### src/hw/rtl/rational_arithmetic_unit_defines.svh
// assertion macros for the rational arithmetic unit
// used by rau_back and rau_front
`ifndef RATIONAL_ARITHMETIC_UNIT_DEFINES_SVH
`define RATIONAL_ARITHMETIC_UNIT_DEFINES_SVH

// condition checked every clock, disabled in reset
`define RAU_ASSERT(label, cond, msg) \
	label: assert property (@(posedge clk) disable iff (!arst_n) (cond)) else $error(msg);

// next-cycle implication
`define RAU_ASSERT_NEXT(label, pre, post, msg) \
	label: assert property (@(posedge clk) disable iff (!arst_n) (pre) |=> (post)) else $error(msg);

`endif

### src/hw/rtl/rau_pkg.sv
// shared types and constants for the rational arithmetic unit
// no dependencies
`default_nettype none
package rau_pkg;
	localparam int unsigned FifoDepthDefault = 2;

	typedef enum logic [1:0] {
		ACT_ADD = 2'd0,
		ACT_SUB = 2'd1,
		ACT_MUL = 2'd2,
		ACT_DIV = 2'd3
	} action_t;

	// classified word handed from front to back
	typedef struct packed {
		logic signed [31:0] num;
		logic signed [31:0] den;
		logic               zero_den;
	} raw_t;

	typedef enum logic [2:0] {
		ST_IDLE,
		ST_GCD,
		ST_DIVN,
		ST_DIVD,
		ST_DONE
	} back_state_t;
endpackage
`default_nettype wire

### src/hw/rtl/rau_div.sv
// iterative 32-bit signed truncating divider, one quotient bit per cycle
// depends on rau_pkg
`default_nettype none
module rau_div import rau_pkg::*; (
	input  wire logic               clk,
	input  wire logic               arst_n,
	input  wire logic               start,
	input  wire logic signed [31:0] dividend,
	input  wire logic signed [31:0] divisor,
	output logic                    busy,
	output logic                    done,
	output logic signed [31:0]      quot,
	output logic signed [31:0]      rem
);
	logic [31:0] q_q, r_q, d_q;
	logic [5:0]  cnt_q;
	logic        qneg_q, rneg_q, busy_q, done_q;
	logic [32:0] trial;
	logic [31:0] rsh;

	assign rsh   = {r_q[30:0], q_q[31]};
	assign trial = {1'b0, rsh} - {1'b0, d_q};

	always_ff @(posedge clk or negedge arst_n) begin
		if (!arst_n) begin
			busy_q <= 1'b0;
			done_q <= 1'b0;
			cnt_q  <= '0;
		end else begin
			done_q <= 1'b0;
			if (start) begin
				busy_q <= 1'b1;
				cnt_q  <= 6'd32;
			end else if (busy_q) begin
				cnt_q <= cnt_q - 6'd1;
				if (cnt_q == 6'd1) begin
					busy_q <= 1'b0;
					done_q <= 1'b1;
				end
			end
		end
	end

	// magnitudes, restoring shift-subtract
	always_ff @(posedge clk) begin
		if (start) begin
			q_q    <= dividend[31] ? 32'(-dividend) : dividend;
			d_q    <= divisor[31] ? 32'(-divisor) : divisor;
			r_q    <= '0;
			qneg_q <= dividend[31] ^ divisor[31];
			rneg_q <= dividend[31];
		end else if (busy_q) begin
			if (!trial[32]) begin
				r_q <= trial[31:0];
				q_q <= {q_q[30:0], 1'b1};
			end else begin
				r_q <= rsh;
				q_q <= {q_q[30:0], 1'b0};
			end
		end
	end

	assign busy = busy_q;
	assign done = done_q;
	assign quot = qneg_q ? -$signed(q_q) : $signed(q_q);
	assign rem  = rneg_q ? -$signed(r_q) : $signed(r_q);
endmodule
`default_nettype wire

### src/hw/rtl/rau_front.sv
// front: accepts words, forms and combines cross products in registered stages, queues raw fraction
// depends on rau_pkg
`default_nettype none
`include "rational_arithmetic_unit_defines.svh"
module rau_front import rau_pkg::*; #(
	parameter int unsigned FifoDepth = FifoDepthDefault
) (
	input  wire logic               clk,
	input  wire logic               arst_n,
	input  wire logic               valid,
	output logic                    stall,
	input  wire logic [1:0]         action,
	input  wire logic signed [15:0] a_num,
	input  wire logic signed [15:0] a_den,
	input  wire logic signed [15:0] b_num,
	input  wire logic signed [15:0] b_den,
	output logic                    raw_valid,
	input  wire logic               raw_take,
	output raw_t                    raw
);
	localparam int unsigned AW = (FifoDepth > 1) ? $clog2(FifoDepth) : 1;

	logic               v_s1, v_s2;
	logic [1:0]         act_s1;
	logic signed [31:0] p0_s1, p1_s1, dd_s1;
	raw_t               raw_s2;
	raw_t               mem [FifoDepth];
	logic [AW-1:0]      wp_q, rp_q;
	logic [AW:0]        cnt_q;
	logic               push, pop, adv;
	logic signed [31:0] n_c;

	// advance unless stage two holds a word and the queue is full
	assign adv   = !(v_s2 && (cnt_q == AW'(0) + (AW+1)'(FifoDepth)));
	assign push  = v_s2 && adv;
	assign pop   = raw_take;
	assign stall = !(adv) || (v_s1 && !adv);

	always_comb begin
		case (action_t'(act_s1))
			ACT_ADD: n_c = p0_s1 + p1_s1;
			ACT_SUB: n_c = p0_s1 - p1_s1;
			default: n_c = p0_s1;
		endcase
	end

	always_ff @(posedge clk or negedge arst_n) begin
		if (!arst_n) begin
			v_s1  <= 1'b0;
			v_s2  <= 1'b0;
			wp_q  <= '0;
			rp_q  <= '0;
			cnt_q <= '0;
		end else begin
			if (adv) begin
				v_s1 <= valid;
				v_s2 <= v_s1;
			end
			if (push) wp_q <= (wp_q == AW'(FifoDepth - 1)) ? '0 : wp_q + AW'(1);
			if (pop)  rp_q <= (rp_q == AW'(FifoDepth - 1)) ? '0 : rp_q + AW'(1);
			cnt_q <= cnt_q + (AW+1)'(push) - (AW+1)'(pop);
		end
	end

	always_ff @(posedge clk) begin
		if (adv) begin
			act_s1 <= action;
			case (action_t'(action))
				ACT_MUL: begin
					p0_s1 <= 32'(a_num * b_num);
					dd_s1 <= 32'(a_den * b_den);
				end
				ACT_DIV: begin
					p0_s1 <= 32'(a_num * b_den);
					dd_s1 <= 32'(a_den * b_num);
				end
				default: begin
					p0_s1 <= 32'(a_num * b_den);
					dd_s1 <= 32'(a_den * b_den);
				end
			endcase
			p1_s1           <= 32'(b_num * a_den);
			raw_s2.num      <= n_c;
			raw_s2.den      <= dd_s1;
			raw_s2.zero_den <= (dd_s1 == 32'sd0);
		end
		if (push) mem[wp_q] <= raw_s2;
	end

	assign raw_valid = (cnt_q != '0);
	assign raw       = mem[rp_q];

	`RAU_ASSERT(a_no_overflow, cnt_q <= (AW+1)'(FifoDepth), "queue overflow")
	`RAU_ASSERT(a_no_underflow, !(pop && cnt_q == '0), "queue underflow")
	`RAU_ASSERT_NEXT(a_stage_hold, v_s2 && !adv, v_s2, "stage two lost while blocked")
endmodule
`default_nettype wire

### src/hw/rtl/rau_back.sv
// back: Euclid gcd and two exact divisions on a shared divider, output register
// depends on rau_pkg, rau_div
`default_nettype none
`include "rational_arithmetic_unit_defines.svh"
module rau_back import rau_pkg::*; (
	input  wire logic        clk,
	input  wire logic        arst_n,
	input  wire logic        raw_valid,
	output logic             raw_take,
	input  raw_t             raw,
	output logic             valid,
	input  wire logic        stall,
	output logic signed [31:0] result_num,
	output logic signed [31:0] result_den,
	output logic             error_code
);
	back_state_t        state_q, state_d;
	logic signed [31:0] n_q, d_q, x_q, y_q, rn_q, rd_q;
	logic               err_q, ov_q;
	logic               ds, dbusy, ddone;
	logic signed [31:0] da, db, dq, dr;

	rau_div u_div (
		.clk(clk), .arst_n(arst_n), .start(ds), .dividend(da), .divisor(db),
		.busy(dbusy), .done(ddone), .quot(dq), .rem(dr)
	);

	assign raw_take = (state_q == ST_IDLE) && raw_valid;

	always_comb begin
		state_d = state_q;
		ds      = 1'b0;
		da      = x_q;
		db      = y_q;
		unique case (state_q)
			ST_IDLE: if (raw_valid) begin
				if (raw.zero_den) state_d = ST_DONE;
				else begin
					ds      = 1'b1;
					da      = raw.num;
					db      = raw.den;
					state_d = ST_GCD;
				end
			end
			ST_GCD: if (ddone) begin
				if (dr == 32'sd0) begin
					ds      = 1'b1;
					da      = n_q;
					db      = y_q;
					state_d = ST_DIVN;
				end else begin
					ds = 1'b1;
					da = y_q;
					db = dr;
				end
			end
			ST_DIVN: if (ddone) begin
				ds      = 1'b1;
				da      = d_q;
				db      = x_q;
				state_d = ST_DIVD;
			end
			ST_DIVD: if (ddone) state_d = ST_DONE;
			ST_DONE: if (!ov_q || !stall) state_d = ST_IDLE;
			default: state_d = ST_IDLE;
		endcase
	end

	always_ff @(posedge clk or negedge arst_n) begin
		if (!arst_n) begin
			state_q <= ST_IDLE;
			ov_q    <= 1'b0;
		end else begin
			state_q <= state_d;
			if (ov_q && !stall) ov_q <= 1'b0;
			if (state_q == ST_DONE && (!ov_q || !stall)) ov_q <= 1'b1;
		end
	end

	// x holds gcd divisor between divisions; y the current divisor
	always_ff @(posedge clk) begin
		if (state_q == ST_GCD && ddone && dr == 32'sd0) x_q <= y_q;
		else if (ds && state_q != ST_DIVN) begin
			x_q <= da;
			y_q <= db;
		end
		if (state_q == ST_IDLE && raw_valid) begin
			n_q   <= raw.num;
			d_q   <= raw.den;
			err_q <= raw.zero_den;
			rn_q  <= '0;
			rd_q  <= '0;
		end
		if (state_q == ST_DIVN && ddone) rn_q <= dq;
		if (state_q == ST_DIVD && ddone) rd_q <= dq;
		if (state_q == ST_DONE && (!ov_q || !stall)) begin
			result_num <= rn_q;
			result_den <= rd_q;
			error_code <= err_q;
		end
	end

	assign valid = ov_q;

	`RAU_ASSERT(a_take_idle, !raw_take || state_q == ST_IDLE, "take outside idle")
	`RAU_ASSERT(a_div_start, !(ds && dbusy), "divider restarted while busy")
	`RAU_ASSERT_NEXT(a_err_zero, ov_q && error_code && stall,
		result_num == 32'sd0 && result_den == 32'sd0, "error word not zero")
endmodule
`default_nettype wire

### src/hw/rtl/rational_arithmetic_unit.sv
// top level of the rational arithmetic unit
// depends on rau_pkg, rau_front, rau_back
//
// channel  dir  handshake      fields
// in       in   valid/stall    action a_num a_den b_num b_den
// out      out  out_valid/out_stall  result_num result_den error_code
//
// the front registers the cross products, then their sum or difference, then a short queue
// back: gcd takes up to about 46 divides, then two more divides
// zero denominator words skip the divider and go straight from idle to done
// reset clears control only; a stalled output holds its word while the back waits
`default_nettype none
module rational_arithmetic_unit import rau_pkg::*; #(
	parameter int unsigned FifoDepth = FifoDepthDefault
) (
	input  wire logic               clk,
	input  wire logic               arst_n,
	input  wire logic               valid,
	output logic                    stall,
	input  wire logic [1:0]         action,
	input  wire logic signed [15:0] a_num,
	input  wire logic signed [15:0] a_den,
	input  wire logic signed [15:0] b_num,
	input  wire logic signed [15:0] b_den,
	output logic                    out_valid,
	input  wire logic               out_stall,
	output logic signed [31:0]      result_num,
	output logic signed [31:0]      result_den,
	output logic                    error_code
);
	logic raw_valid, raw_take;
	raw_t raw;

	rau_front #(.FifoDepth(FifoDepth)) u_front (
		.clk(clk), .arst_n(arst_n), .valid(valid), .stall(stall), .action(action),
		.a_num(a_num), .a_den(a_den), .b_num(b_num), .b_den(b_den),
		.raw_valid(raw_valid), .raw_take(raw_take), .raw(raw)
	);

	rau_back u_back (
		.clk(clk), .arst_n(arst_n), .raw_valid(raw_valid), .raw_take(raw_take),
		.raw(raw), .valid(out_valid), .stall(out_stall), .result_num(result_num),
		.result_den(result_den), .error_code(error_code)
	);
endmodule
`default_nettype wire
### config.mk
export PLATFORM = sky130hd
export DESIGN_NAME = rational_arithmetic_unit
export DESIGN_NICKNAME = d
export VERILOG_FILES = /design/src/hw/rtl/rau_pkg.sv /design/src/hw/rtl/rau_div.sv /design/src/hw/rtl/rau_front.sv /design/src/hw/rtl/rau_back.sv /design/src/hw/rtl/rational_arithmetic_unit.sv
export VERILOG_INCLUDE_DIRS = /design/src /design/src/hw/rtl
export SDC_FILE = /design/constraint.sdc
export NUM_CORES = 2
export LEC_CHECK = 0
export BUFFER_PORTS_ARGS = -buffer_cell sky130_fd_sc_hd__clkbuf_2
export CAP_MARGIN = 40
export CORE_ASPECT_RATIO = 0.9
export CORE_MARGIN = 2
export CORE_UTILIZATION = 55
export CTS_BUF_LIST = sky130_fd_sc_hd__clkbuf_16
export CTS_CLUSTER_SIZE = 12
export DETAILED_ROUTE_END_ITERATION = 10
export PLACE_DENSITY_LB_ADDON = 0.1
export SLEW_MARGIN = 20
export SYNTH_ARGS = -nofsm -noshare
export SYNTH_HDL_FRONTEND = slang
export SYNTH_SLANG_ARGS = --single-unit
### constraint.sdc
create_clock -name clk -period 14.7 [get_ports clk]
set_input_delay 2.205 -clock clk [delete_from_list [all_inputs] [get_ports clk]]
set_output_delay 2.205 -clock clk [all_outputs]
set_load 0.1 [all_outputs]
==> impl_metrics.env <==
export IMPL_status="finished, final reports clean"
export IMPL_synth_cells=7297
export IMPL_netlist_area_sq_um=73130
export IMPL_yosysWarnings=0
export IMPL_slew_violations=0
export IMPL_wire_per_inst_um=22.00
export IMPL_r2r_end="u_back.u_div.q_q[30]"
export IMPL_cts_setup_buffers=0
export IMPL_cts_sinks=667
export IMPL_start_util_pct=55.62
export IMPL_clk_latency_ns=0.68
export IMPL_largestRegisters="u_front.mem: 130 flops, u_front.raw_s2: 65 flops"
export IMPL_drive_gt1_share_pct=6.906
export IMPL_whs_path_depth=0
export IMPL_worstHoldPathType="flip-flop to flip-flop"
export IMPL_rsz0062_at_grt="no"
export IMPL_drcViolationCount=0
export IMPL_nets=8781
export IMPL_async_reset_ff_share_pct=2.699
export IMPL_r2r_start="u_back.u_div.r_q[0]"
export IMPL_ant_nets=0
export IMPL_synth_avg_cell_area_sq_um=10.02
export IMPL_vias_per_cell=5.832
export IMPL_synth_area_leaders="fa_1, edfxtp_1, ha_1"
export IMPL_finalCritPeriodShare_pct=60.25
export IMPL_postCtsHoldBufs=0
export IMPL_dieArea_sq_um=135900
export IMPL_end_kind="flip-flop"
export IMPL_final_util_pct=59.65
export IMPL_antenna_found_initial=9
export IMPL_hold_viol=0
export IMPL_cap_violations=0
export IMPL_yosys_area_share_simple_pct=14.22
export IMPL_max_freq_ghz=0.1129
export IMPL_synth_distinct_cells=93
export IMPL_holdWs_ns=0.4126
export IMPL_synth_seq_area_share_pct=26.83
export IMPL_largest_register="u_front.mem"
export IMPL_crit_start="b_den[2]"
export IMPL_synth_top_area_share_pct=28.75
export IMPL_drt_initial_drc_count=4401
export IMPL_tightest_slew_ns=0.9486
export IMPL_track_usage_pct=29.80
export IMPL_holdPathEnd="u_back.result_den[12]"
export IMPL_crit_type="input port to flip-flop"
export IMPL_clock_path_buffers=3
export IMPL_cts_tree="built"
export IMPL_io_buffer_count=136
export IMPL_grt_pass1_vias=54620
export IMPL_path_clk_slew_ns=0.05
export IMPL_fin_setup_tns_ns=0
export IMPL_gp_congestion=0.9261
export IMPL_synthAdderAreaFrac_pct=35.59
export IMPL_grt_max_degree=67
export IMPL_r2r_slack_ns=7.76
export IMPL_start_kind="input port"
export IMPL_fp_row_count=126
export IMPL_vias=52740
export IMPL_timing_final_crit_period_ns=8.857
export IMPL_grt_pass1_wl_um=312700
export IMPL_synth_edf_count=617
export IMPL_synth_xor_area_share_pct=3.976
export IMPL_place_hpwl_um=150000
export IMPL_cp_max_fo=32
export IMPL_cp_required_ns=15.12
export IMPL_die_x_um=388.4
export IMPL_fillers=11290
export IMPL_min_from="u_back.rd_q[12]"
export IMPL_synth_top_family_by_area="adder cells"
export IMPL_grt_overflow=0
export IMPL_arrival_ns=9.28
export IMPL_die_h_um=349.9
export IMPL_first_pass_iters=8
export IMPL_synth_compound_area_share_pct=9.038
export IMPL_coreArea_sq_um=131500
export IMPL_drt_total_wl_um=198900
export IMPL_fin_skew_ns=0.05484
export IMPL_area_delta_synth_final_pct=7.257
export IMPL_synth_largest_area_cell="fa_1"
export IMPL_pin_count=137
export IMPL_cts_root_buf="clkbuf_16"
export IMPL_h_tree_depth=3
export IMPL_slew_headroom_pct=35.93
export IMPL_syn_nets=8817
export IMPL_largest_reg_flops=130
export IMPL_synth_flop_cell="edfxtp_1"
export IMPL_postCtsResizedCells=0
export IMPL_synth_mux_area_fraction_pct=2.002
export IMPL_worst_r2r_path_depth=16
export IMPL_setup_violations_final=0
export IMPL_numCtsBuffers=76
export IMPL_ys_ff_latch=667
-- area by class of cell --
class	count	area (sq um)	area share, %
multi-input cells	5020	47550	60.62
flip-flops and latches	667	19620	25.02
inverters	1244	4669	5.954
well taps	1728	2162	2.757
repair buffers	252	2107	2.686
clock buffers	76	1902	2.425
clock inverters	54	417.9	0.5328
diodes	2	5.005	0.006381
-- placed cells by master, fill, tap and decap left out, types with 18 or more instances in the layout --
cell       count
inv_1       1256
dfxtp_1       32
o21bai_1      23
or3_1         43
o21a_1        38
nand2b_1      49
o21ai_0      228
buf_4         76
nor2_1       357
nand3_1       81
o211ai_1      31
a211oi_1      42
edfxtp_1     617
and2_1       506
mux2i_1       63
nand4_1       26
a31oi_1       44
o22ai_1       18
nand2_1      762
clkbuf_16     76
xor2_1       142
ha_1         400
and3_1        32
nor3_1        81
mux2_2        74
a21oi_1      230
xnor2_1      190
clkbuf_2     137
fa_1        1050
o31ai_1       47
nor4_1        37
nor2b_1       31
a21o_1        66
a222oi_1      40
-- per-stage QoR --
step	setup WS [ns]	area [sq um]	instances
after floorplan	5.663	73130	7297
after global placement	5.300	75250	8871
after detailed placement	5.230	75710	8892
after CTS	5.930	78030	9022
after global routing	5.453	78430	9041
final	5.843	78430	9043
-- synth_stat cells, drive strengths merged (11+ instances only) --
| library cell | n |
|---|---|
| dfxtp | 32 |
| xnor2 | 190 |
| or2 | 12 |
| a211o | 12 |
| and3 | 33 |
| nor4 | 45 |
| o22ai | 18 |
| nor3 | 87 |
| edfxtp | 617 |
| or3 | 43 |
| and2 | 506 |
| mux2i | 63 |
| a21o | 66 |
| o21a | 38 |
| a21oi | 232 |
| nand2b | 49 |
| nand4 | 28 |
| inv | 1240 |
| a31oi | 44 |
| o211ai | 32 |
| o311ai | 11 |
| nand3 | 82 |
| dfrtp | 18 |
| a41oi | 12 |
| ha | 400 |
| nor2 | 365 |
| a222oi | 40 |
| xor2 | 142 |
| a22oi | 13 |
| clkbuf | 326 |
| o41ai | 16 |
| o21bai | 23 |
| a21boi | 13 |
| mux2 | 74 |
| a311oi | 14 |
| a211oi | 43 |
| o21ai | 243 |
| or4 | 22 |
| fa | 1050 |
| o31ai | 50 |
| nand2 | 762 |
| nor2b | 33 |
| buf | 40 |
-- cell families after synthesis --
family	after synthesis
simple gates	2102
buf+inv	1610
fa+ha+maj	1450
compound gates	999
flops	667
xor+xnor	332
mux	137
-- layer usage --
layer  routed length (um)  global-route usage [%]  vias to the layer above
met2                93430                   49.04                     2019
met4                11110                   14.62                       16
met5                   89                       0                        -
li1                     -                       -                    23660
met3                14940                   5.305                      462
met1                79360                   38.24                    26590
-- worst max path at each step --
stage | to | slack, ns | cells after the start
after floorplan | stall | 5.66 | 3
after global placement | u_front.dd_s1[29] | 5.30 | 20
after detailed placement | u_front.dd_s1[29] | 5.23 | 20
after CTS | u_front.p0_s1[31] | 5.93 | 23
after global routing | u_front.p0_s1[29] | 5.45 | 22
final | u_front.p0_s1[29] | 5.84 | 23
-- worst max-delay path: stages --
cell	delay (ns)
clkbuf_2	0.65
nand2_1	0.21
fa_1	0.56
fa_1	0.47
fa_1	0.56
inv_1	0.06
fa_1	0.53
fa_1	0.50
inv_1	0.05
fa_1	0.47
inv_1	0.04
ha_1	0.32
o21a_1	0.19
o21ai_0	0.26
inv_1	0.10
a211oi_1	0.33
o21bai_1	0.14
a21oi_1	0.31
o31ai_1	0.20
a2111oi_0	0.61
nor2_1	0.14
xor2_1	0.17
o21a_1	0.16
Power is not shown: default switching activity piles up to over one toggle a cycle in this logic, so the estimate is an artifact.
